==> config.mk <==
export PLATFORM = sky130hd
export DESIGN_NAME = sorted_key_list_engine_unit
export DESIGN_NICKNAME = d
export VERILOG_FILES = /design/src/hw/rtl/skl_pkg.sv /design/src/hw/rtl/skl_ram.sv /design/src/hw/rtl/sorted_key_list_engine_unit.sv
export SDC_FILE = /design/constraint.sdc
export NUM_CORES = 2
export LEC_CHECK = 0
export BUFFER_PORTS_ARGS = -buffer_cell sky130_fd_sc_hd__buf_2
export CAP_MARGIN = 30
export CORE_ASPECT_RATIO = 0.5
export CORE_MARGIN = 4
export CORE_UTILIZATION = 40
export DETAILED_ROUTE_END_ITERATION = 10
export PLACE_DENSITY = 0.55
export RECOVER_POWER = 50
export REMOVE_ABC_BUFFERS = 1
export SLEW_MARGIN = 0
export SYNTH_ARGS = -nofsm -noshare
export SYNTH_HDL_FRONTEND = slang
export SYNTH_SLANG_ARGS = --single-unit
==> constraint.sdc <==
create_clock -name clk_i -period 22.5 [get_ports clk_i]
set_input_delay 2.25 -clock clk_i [delete_from_list [all_inputs] [get_ports clk_i]]
set_output_delay 2.25 -clock clk_i [all_outputs]
set_load 0.05 [all_outputs]
==> src/hw/rtl/skl_pkg.sv <==
// Shared types and constants for the sorted key list engine.
package skl_pkg;

  localparam int KEY_W  = 27;
  localparam int TAG_W  = 32;
  localparam int STAT_W = 3;
  localparam int CMD_W  = 2;

  typedef enum logic [CMD_W-1:0] {
    CMD_INSERT    = 2'd0,
    CMD_REMOVE    = 2'd1,
    CMD_LIST_ASC  = 2'd2,
    CMD_LIST_DESC = 2'd3
  } cmd_e;

  typedef enum logic [STAT_W-1:0] {
    STAT_DONE      = 3'd0,
    STAT_FULL      = 3'd1,
    STAT_NOT_FOUND = 3'd2,
    STAT_EMPTY     = 3'd3,
    STAT_ENTRY     = 3'd4
  } status_e;

  typedef enum logic [2:0] {
    ST_IDLE,
    ST_INS,
    ST_INS_FIN,
    ST_REM,
    ST_LST_RD,
    ST_LST_DATA,
    ST_RESP
  } state_e;

  typedef struct packed {
    logic [KEY_W-1:0] key;
    logic [TAG_W-1:0] tag;
  } entry_t;

endpackage

==> src/hw/rtl/skl_ram.sv <==
// Generic simple dual-port RAM with one write port and a registered read port.
module skl_ram #(
  parameter int WIDTH = 8,
  parameter int DEPTH = 32
) (
  input  logic                     clk_i,
  input  logic                     we_i,
  input  logic [$clog2(DEPTH)-1:0] waddr_i,
  input  logic [WIDTH-1:0]         wdata_i,
  input  logic                     re_i,
  input  logic [$clog2(DEPTH)-1:0] raddr_i,
  output logic [WIDTH-1:0]         rdata_o
);

  logic [WIDTH-1:0] mem_q [DEPTH];
  logic [WIDTH-1:0] rdata_q;

  always_ff @(posedge clk_i) begin
    if (we_i) begin
      mem_q[waddr_i] <= wdata_i;
    end
    if (re_i) begin
      rdata_q <= mem_q[raddr_i];
    end
  end

  assign rdata_o = rdata_q;

endmodule

==> src/hw/rtl/sorted_key_list_engine_unit.sv <==
// Top level of the sorted key list engine: command sequencer around the record RAM.
//
// The block keeps up to CAPACITY records (key and name tag) in ascending key
// order inside one simple dual-port RAM. Commands arrive on the input channel
// (in_valid_i / in_ready_o) and results leave on the output channel
// (out_valid_o / out_ready_i); each transfer happens when valid and ready are
// both high. One command is worked on at a time, and in_ready_o is high only
// while the sequencer is idle.
//
// Insert walks downward from the top entry, moving every entry whose key is
// not below the new key up by one slot, one entry per cycle, then writes the
// new record. Remove walks upward from slot zero, closing the gap behind the
// first matching key, also one entry per cycle. Both give a single result. A
// list command reads each entry in turn once the output register is free, then
// loads it into the output register.
//
// Results sit in an output register; the sequencer simply waits there while
// the receiver stalls, and a new command can be taken while the final result
// of the previous one is still waiting. Reset empties the table at once by
// clearing the entry count; the RAM contents need no clearing.
module sorted_key_list_engine_unit #(
  parameter int CAPACITY = 32
) (
  input  logic                        clk_i,
  input  logic                        rst_ni,
  input  logic                        in_valid_i,
  output logic                        in_ready_o,
  input  logic [skl_pkg::CMD_W-1:0]   command_i,
  input  logic [skl_pkg::KEY_W-1:0]   key_i,
  input  logic [skl_pkg::TAG_W-1:0]   name_tag_i,
  output logic                        out_valid_o,
  input  logic                        out_ready_i,
  output logic [skl_pkg::STAT_W-1:0]  status_o,
  output logic [skl_pkg::KEY_W-1:0]   entry_key_o,
  output logic [skl_pkg::TAG_W-1:0]   entry_tag_o,
  output logic                        last_o
);

  localparam int AW = $clog2(CAPACITY);
  localparam int CW = $clog2(CAPACITY + 1);

  skl_pkg::state_e  state_q, state_d;
  logic [CW-1:0]    cnt_q, cnt_d;
  logic [CW-1:0]    cnt_m1;
  logic [AW-1:0]    last_idx;
  logic [skl_pkg::KEY_W-1:0] key_q, key_d;
  logic [skl_pkg::TAG_W-1:0] tag_q, tag_d;
  logic             asc_q, asc_d;
  logic             found_q, found_d;
  logic [AW-1:0]    pidx_q, pidx_d;
  logic [AW-1:0]    pos_q, pos_d;
  logic [AW-1:0]    ptr_q, ptr_d;
  logic [CW-1:0]    lcnt_q, lcnt_d;
  skl_pkg::status_e rsp_q, rsp_d;

  logic             out_valid_q, out_valid_d;
  skl_pkg::status_e out_st_q, out_st_d;
  logic [skl_pkg::KEY_W-1:0] out_key_q, out_key_d;
  logic [skl_pkg::TAG_W-1:0] out_tag_q, out_tag_d;
  logic             out_last_q, out_last_d;

  logic             ram_we, ram_re;
  logic [AW-1:0]    ram_waddr, ram_raddr;
  skl_pkg::entry_t  ram_wdata, ram_rdata;
  logic             out_free;
  logic             key_hit;

  skl_ram #(
    .WIDTH($bits(skl_pkg::entry_t)),
    .DEPTH(CAPACITY)
  ) u_ram (
    .clk_i  (clk_i),
    .we_i   (ram_we),
    .waddr_i(ram_waddr),
    .wdata_i(ram_wdata),
    .re_i   (ram_re),
    .raddr_i(ram_raddr),
    .rdata_o(ram_rdata)
  );

  assign cnt_m1   = cnt_q - CW'(1);
  assign last_idx = cnt_m1[AW-1:0];
  assign out_free = !out_valid_q || out_ready_i;
  assign key_hit  = (ram_rdata.key == key_q);

  always_ff @(posedge clk_i or negedge rst_ni) begin
    if (!rst_ni) begin
      state_q     <= skl_pkg::ST_IDLE;
      cnt_q       <= '0;
      out_valid_q <= 1'b0;
    end else begin
      state_q     <= state_d;
      cnt_q       <= cnt_d;
      out_valid_q <= out_valid_d;
    end
  end

  always_ff @(posedge clk_i) begin
    key_q      <= key_d;
    tag_q      <= tag_d;
    asc_q      <= asc_d;
    found_q    <= found_d;
    pidx_q     <= pidx_d;
    pos_q      <= pos_d;
    ptr_q      <= ptr_d;
    lcnt_q     <= lcnt_d;
    rsp_q      <= rsp_d;
    out_st_q   <= out_st_d;
    out_key_q  <= out_key_d;
    out_tag_q  <= out_tag_d;
    out_last_q <= out_last_d;
  end

  always_comb begin
    state_d     = state_q;
    cnt_d       = cnt_q;
    key_d       = key_q;
    tag_d       = tag_q;
    asc_d       = asc_q;
    found_d     = found_q;
    pidx_d      = pidx_q;
    pos_d       = pos_q;
    ptr_d       = ptr_q;
    lcnt_d      = lcnt_q;
    rsp_d       = rsp_q;
    out_valid_d = out_valid_q && !out_ready_i;
    out_st_d    = out_st_q;
    out_key_d   = out_key_q;
    out_tag_d   = out_tag_q;
    out_last_d  = out_last_q;
    ram_we      = 1'b0;
    ram_waddr   = pidx_q;
    ram_wdata   = ram_rdata;
    ram_re      = 1'b0;
    ram_raddr   = pidx_q;
    in_ready_o  = 1'b0;

    unique case (state_q)
      skl_pkg::ST_IDLE: begin
        in_ready_o = 1'b1;
        if (in_valid_i) begin
          key_d = key_i;
          tag_d = name_tag_i;
          unique case (skl_pkg::cmd_e'(command_i))
            skl_pkg::CMD_INSERT: begin
              if (cnt_q == CW'(CAPACITY)) begin
                rsp_d   = skl_pkg::STAT_FULL;
                state_d = skl_pkg::ST_RESP;
              end else if (cnt_q == '0) begin
                pos_d   = '0;
                state_d = skl_pkg::ST_INS_FIN;
              end else begin
                // Start the downward walk at the top entry.
                ram_re    = 1'b1;
                ram_raddr = last_idx;
                pidx_d    = last_idx;
                state_d   = skl_pkg::ST_INS;
              end
            end
            skl_pkg::CMD_REMOVE: begin
              if (cnt_q == '0) begin
                rsp_d   = skl_pkg::STAT_NOT_FOUND;
                state_d = skl_pkg::ST_RESP;
              end else begin
                ram_re    = 1'b1;
                ram_raddr = '0;
                pidx_d    = '0;
                found_d   = 1'b0;
                state_d   = skl_pkg::ST_REM;
              end
            end
            skl_pkg::CMD_LIST_ASC, skl_pkg::CMD_LIST_DESC: begin
              if (cnt_q == '0) begin
                rsp_d   = skl_pkg::STAT_EMPTY;
                state_d = skl_pkg::ST_RESP;
              end else begin
                asc_d   = (skl_pkg::cmd_e'(command_i) == skl_pkg::CMD_LIST_ASC);
                ptr_d   = (skl_pkg::cmd_e'(command_i) == skl_pkg::CMD_LIST_ASC) ?
                          '0 : last_idx;
                lcnt_d  = '0;
                state_d = skl_pkg::ST_LST_RD;
              end
            end
          endcase
        end
      end

      skl_pkg::ST_INS: begin
        // Read data belongs to slot pidx_q; the next slot down is read meanwhile.
        if (ram_rdata.key >= key_q) begin
          ram_we    = 1'b1;
          ram_waddr = pidx_q + AW'(1);
          if (pidx_q == '0) begin
            pos_d   = '0;
            state_d = skl_pkg::ST_INS_FIN;
          end else begin
            ram_re    = 1'b1;
            ram_raddr = pidx_q - AW'(1);
            pidx_d    = pidx_q - AW'(1);
          end
        end else begin
          pos_d   = pidx_q + AW'(1);
          state_d = skl_pkg::ST_INS_FIN;
        end
      end

      skl_pkg::ST_INS_FIN: begin
        ram_we        = 1'b1;
        ram_waddr     = pos_q;
        ram_wdata.key = key_q;
        ram_wdata.tag = tag_q;
        cnt_d         = cnt_q + CW'(1);
        rsp_d         = skl_pkg::STAT_DONE;
        state_d       = skl_pkg::ST_RESP;
      end

      skl_pkg::ST_REM: begin
        // Once the match is behind us, every later entry moves down one slot.
        if (found_q) begin
          ram_we    = 1'b1;
          ram_waddr = pidx_q - AW'(1);
        end else if (key_hit) begin
          found_d = 1'b1;
        end
        if (pidx_q == last_idx) begin
          if (found_q || key_hit) begin
            cnt_d = cnt_m1;
            rsp_d = skl_pkg::STAT_DONE;
          end else begin
            rsp_d = skl_pkg::STAT_NOT_FOUND;
          end
          state_d = skl_pkg::ST_RESP;
        end else begin
          ram_re    = 1'b1;
          ram_raddr = pidx_q + AW'(1);
          pidx_d    = pidx_q + AW'(1);
        end
      end

      skl_pkg::ST_LST_RD: begin
        // Only read once the output register is sure to be free next cycle.
        if (out_free) begin
          ram_re    = 1'b1;
          ram_raddr = ptr_q;
          state_d   = skl_pkg::ST_LST_DATA;
        end
      end

      skl_pkg::ST_LST_DATA: begin
        out_valid_d = 1'b1;
        out_st_d    = skl_pkg::STAT_ENTRY;
        out_key_d   = ram_rdata.key;
        out_tag_d   = ram_rdata.tag;
        out_last_d  = (lcnt_q == cnt_m1);
        if (lcnt_q == cnt_m1) begin
          state_d = skl_pkg::ST_IDLE;
        end else begin
          ptr_d   = asc_q ? (ptr_q + AW'(1)) : (ptr_q - AW'(1));
          lcnt_d  = lcnt_q + CW'(1);
          state_d = skl_pkg::ST_LST_RD;
        end
      end

      skl_pkg::ST_RESP: begin
        if (out_free) begin
          out_valid_d = 1'b1;
          out_st_d    = rsp_q;
          out_key_d   = '0;
          out_tag_d   = '0;
          out_last_d  = 1'b1;
          state_d     = skl_pkg::ST_IDLE;
        end
      end

      default: begin
        state_d = skl_pkg::ST_IDLE;
      end
    endcase
  end

  assign out_valid_o = out_valid_q;
  assign status_o    = out_st_q;
  assign entry_key_o = out_key_q;
  assign entry_tag_o = out_tag_q;
  assign last_o      = out_last_q;

endmodule
==> summary.txt <==
Run status
  – Run status: finished with violations
  – Violated checks: max-capacitance violations, max-slew violations

STA
  – Final-report setup violation count: 0
  – Final min period: 8.60 ns
  – RSZ-0062 raised after global routing: false
  – Setup TNS Final: 0 ns
  – Worst slew margin relative to its limit: -172%
  – Final period util: 38.2%
  – Minimum setup slack in the final design: 13.90 ns
  – Achievable Freq: 0.116 GHz
  – Max-slew violations: 266
  – Worst-Margin Slew: 4.08 ns
  – Final hold violation count: 0
  – Fin Clk Skew: 0.0701 ns

Clock tree
  – Clock Sink Count: 2,104
  – Max clock buf depth: 4
  – Number of post-CTS setup repair buffers: 0
  – Clock slew at the register clock pins of the worst setup and hold paths: 0.07 ns
  – Skew-Pair Late Insertion Delay: 0.85 ns
  – Post-cts repair resize count: 0
  – Level count of the clock H-tree: 4
  – CTS tree: done
  – Number of clock buffers inserted by TritonCTS: 194
  – Count of hold-fix buffers inserted at cts: 0
  – Root buf cell: sky130_fd_sc_hd__clkbuf_16

Route
  – Routed wire length: 252,000 um
  – Count of nets left with antenna violations after detail routing: 0
  – Routed vias/inst: 5.86
  – Drt drc: 0
  – First-pass detailed-route iteration total: 6
  – DRC violation total after the first TritonRoute iteration: 6,775
  – WL per Instance: 30.3 um
  – Total vias in the final route: 48,687

Setup path
  – Ordered list of cells on the worst path: ha_1 > nand4_1 > nor4_1 > a21boi_0 > o211ai_1 > a21oi_1 > or3_4 > buf_12 > buf_4 > buf_4 > buf_4 > buf_16 > mux2i_1 > o22ai_1 > nor4_1 > nand3_1
  – Sort of element at the end of the critical path: flop
  – Family with the most delay on the worst path: buffers and inverters
  – CP dominant cell by count: sky130_fd_sc_hd__buf_4
  – Data arrival at the endpoint of the critical path: 9.17 ns
  – Library cell contributing the largest single delay on the critical path: sky130_fd_sc_hd__nor4_1
  – Max stage delay on crit path: 1.41 ns
  – Worst setup path class: flop to flop
  – Req. time, crit path: 23.07 ns
  – Startpoint class of the critical path: flop
  – Number of buffer and inverter instances along the worst setup path: 5
  – Crit Path Max Fanout: 110

Power and ir drop
  – Worst ir drop on vdd: 0.236 mV
  – Power density relative to cell area: 172 nW/um2
  – Leakage Power: 31.1 nW

Placed design
  – Number of port buffers: 129
  – Pre-CTS setup slack: 13.35 ns
  – DP HPWL: 131,000 um
  – Routability congestion estimate: 0.846

Final layout
  – Multi-input gate area: 18,000 um2
  – Sequential cell area: 63,100 um2
  – # fillers: 17,728
  – Final standard cell utilization of the core: 45.3%
  – # nets final: 5,519
  – Fraction of final layout cells with drive strength greater than 1: 8.52%
  – Syn-to-layout area delta: 12.2%

Yosys
  – Synthesized area: 82,300 um2
  – Cell type with the largest total area after synthesis: sky130_fd_sc_hd__edfxtp_1
  – Ys flop type: sky130_fd_sc_hd__edfxtp_1
  – Dominant cells by area after synthesis: sky130_fd_sc_hd__edfxtp_1 (76%), sky130_fd_sc_hd__mux2i_1 (6.5%), sky130_fd_sc_hd__nand2_1 (4.0%)
  – Most frequently used cell type in the post-synthesis netlist: sky130_fd_sc_hd__edfxtp_1
  – Number of different library cells in the post-synthesis netlist: 67
  – Number of storage elements in the synthesis netlist: 2,104
  – Number of warnings issued by yosys: 0
  – Share of synthesized area occupied by flip-flops and latches: 76.7%
  – Post-synth EDFFs: 2,094
  – Top post-synthesis cells by count: sky130_fd_sc_hd__edfxtp_1 (2,094), sky130_fd_sc_hd__nand2_1 (884), sky130_fd_sc_hd__mux2i_1 (537), sky130_fd_sc_hd__a21oi_1 (279), sky130_fd_sc_hd__o22ai_1 (244)
  – Share of the synthesized area in the top cell type: 76.4%
  – Post-synth ARST share: 0.475%
  – Count of mapped cells out of synthesis: 5,277
  – Mean area per synthesized cell: 15.6 um2

Floorplanning
  – Die Width: 650 um
  – Die area: 214,000 um2
  – Overall die height: 329 um
  – Floorplan row count: 117
  – Core area: 204,000 um2
  – Initial core utilization: 40.3%
  – I/O pin count: 130

GRT
  – Via count of the first global-routing pass: 45,924
  – Number of antenna violations at the first check in global routing: 4
  – Global-route wire length before repair: 349,000 um
  – Maximum number of pins on one net before global-route repair: 144
  – Total grt overflow: 0
  – GRT Util Overall: 22.9%

Run
  – Max_cap viols: 9

Hold path
  – Hold Path Class: flop to flop
-- worst paths after layout --
check	to	slack, ns	startpoint	cells past startpoint
max	u_ram.rdata_o[12]	13.90	u_ram.rdata_o[50]	16
min in group asynchronous	cnt_q[2]	1.39	rst_ni	1
min	entry_tag_o[4]	0.55	u_ram.rdata_o[4]	1
min reg2reg	entry_tag_o[4]	0.55	u_ram.rdata_o[4]	1
max reg2reg	u_ram.rdata_o[12]	13.90	u_ram.rdata_o[50]	16
max in group asynchronous	cnt_q[0]	20.76	rst_ni	1
-- layer usage --
layer	vias up	global-route usage (%)	share of wire (%)
li1	20538	-	-
met1	25241	34.4	44
met5	-	0	0
met2	2522	34.7	44
met3	386	3.83	9.8
met4	0	5.50	2.3
-- kinds of logic (layout without fill, tap and decap cells) --
family                     after synthesis  in the layout  synth area share [%]
DFF                                   2104           2104                  76.7
adders and majority gates               36             36                 0.556
and+or+nand+nor                       1480           1480                  8.07
muxes                                  596            596                  7.34
xor gates and xnor gates                37             37                 0.410
AOI/OAI and AO/OA                      676            676                  4.97
other                                    0              6                     0
buffers and inverters                  348            635                  1.97
-- cell type report --
type | instances | area share [%]
Sequential cell | 2104 | 68.3
Multi-Input combinational cell | 2825 | 19.4
Clock buffer | 239 | 5.55
Tap cell | 2737 | 3.71
Timing Repair Buffer | 252 | 1.85
Clock inverter | 103 | 0.949
Inverter | 41 | 0.168
Antenna cell | 6 | 0.0162
-- placed cells by master (no fill, tap or decap), types with 12 or more instances in the layout --
cell | netlist | layout
sky130_fd_sc_hd__nand3_1 | 198 | 194
sky130_fd_sc_hd__clkbuf_1 | 154 | 136
sky130_fd_sc_hd__buf_4 | 20 | 99
sky130_fd_sc_hd__clkinv_2 | 0 | 30
sky130_fd_sc_hd__ha_1 | 35 | 35
sky130_fd_sc_hd__o22ai_1 | 244 | 244
sky130_fd_sc_hd__nor3_1 | 13 | 12
sky130_fd_sc_hd__o21ai_0 | 34 | 35
sky130_fd_sc_hd__and2_0 | 0 | 49
sky130_fd_sc_hd__nand4_1 | 70 | 70
sky130_fd_sc_hd__nor2_4 | 0 | 33
sky130_fd_sc_hd__mux2i_1 | 537 | 537
sky130_fd_sc_hd__clkbuf_16 | 0 | 199
sky130_fd_sc_hd__nand2_1 | 884 | 883
sky130_fd_sc_hd__clkinv_1 | 1 | 51
sky130_fd_sc_hd__a32oi_1 | 58 | 58
sky130_fd_sc_hd__bufinv_16 | 0 | 16
sky130_fd_sc_hd__xor2_1 | 17 | 17
sky130_fd_sc_hd__inv_1 | 40 | 39
sky130_fd_sc_hd__edfxtp_1 | 2094 | 2094
sky130_fd_sc_hd__and2_1 | 62 | 12
sky130_fd_sc_hd__a21oi_1 | 279 | 278
sky130_fd_sc_hd__nor2_1 | 78 | 45
sky130_fd_sc_hd__xnor2_1 | 19 | 19
sky130_fd_sc_hd__buf_2 | 104 | 41
sky130_fd_sc_hd__mux2_1 | 0 | 57
sky130_fd_sc_hd__nor4_1 | 117 | 118
-- registers in the layout (all words and copies together) (netlist names), 3 cells and up --
register	flops
cnt_q	6
entry_key_o	27
entry_tag_o	32
key_q	27
lcnt_q	6
pidx_q	5
pos_q	5
ptr_q	5
state_q	3
status_o	3
tag_q	32
u_ram.mem_q	1888
u_ram.rdata_o	59
-- power breakdown --
group / switching [mW] / internal [mW]
Sequential: 0.180 / 5.54
Combinational: 5.02 / 1.94
Clock: 1.43 / 1.80
-- metrics by stage --
stage | total power [mW] | instances | cell area (um2) | hold slack (ns)
final | 15.9 | 8307 | 92400 | 0.553
after global routing | 16.6 | 8301 | 92400 | 0.579
after CTS | 15.9 | 8297 | 92500 | 0.561
after detailed placement | 12.7 | 7955 | 86500 | 0.544
after global placement | 12.5 | 7943 | 86200 | 0.532
after floorplan | 11.0 | 4970 | 80900 | 0.520
Note: power is estimated with default switching activity, not from simulation.
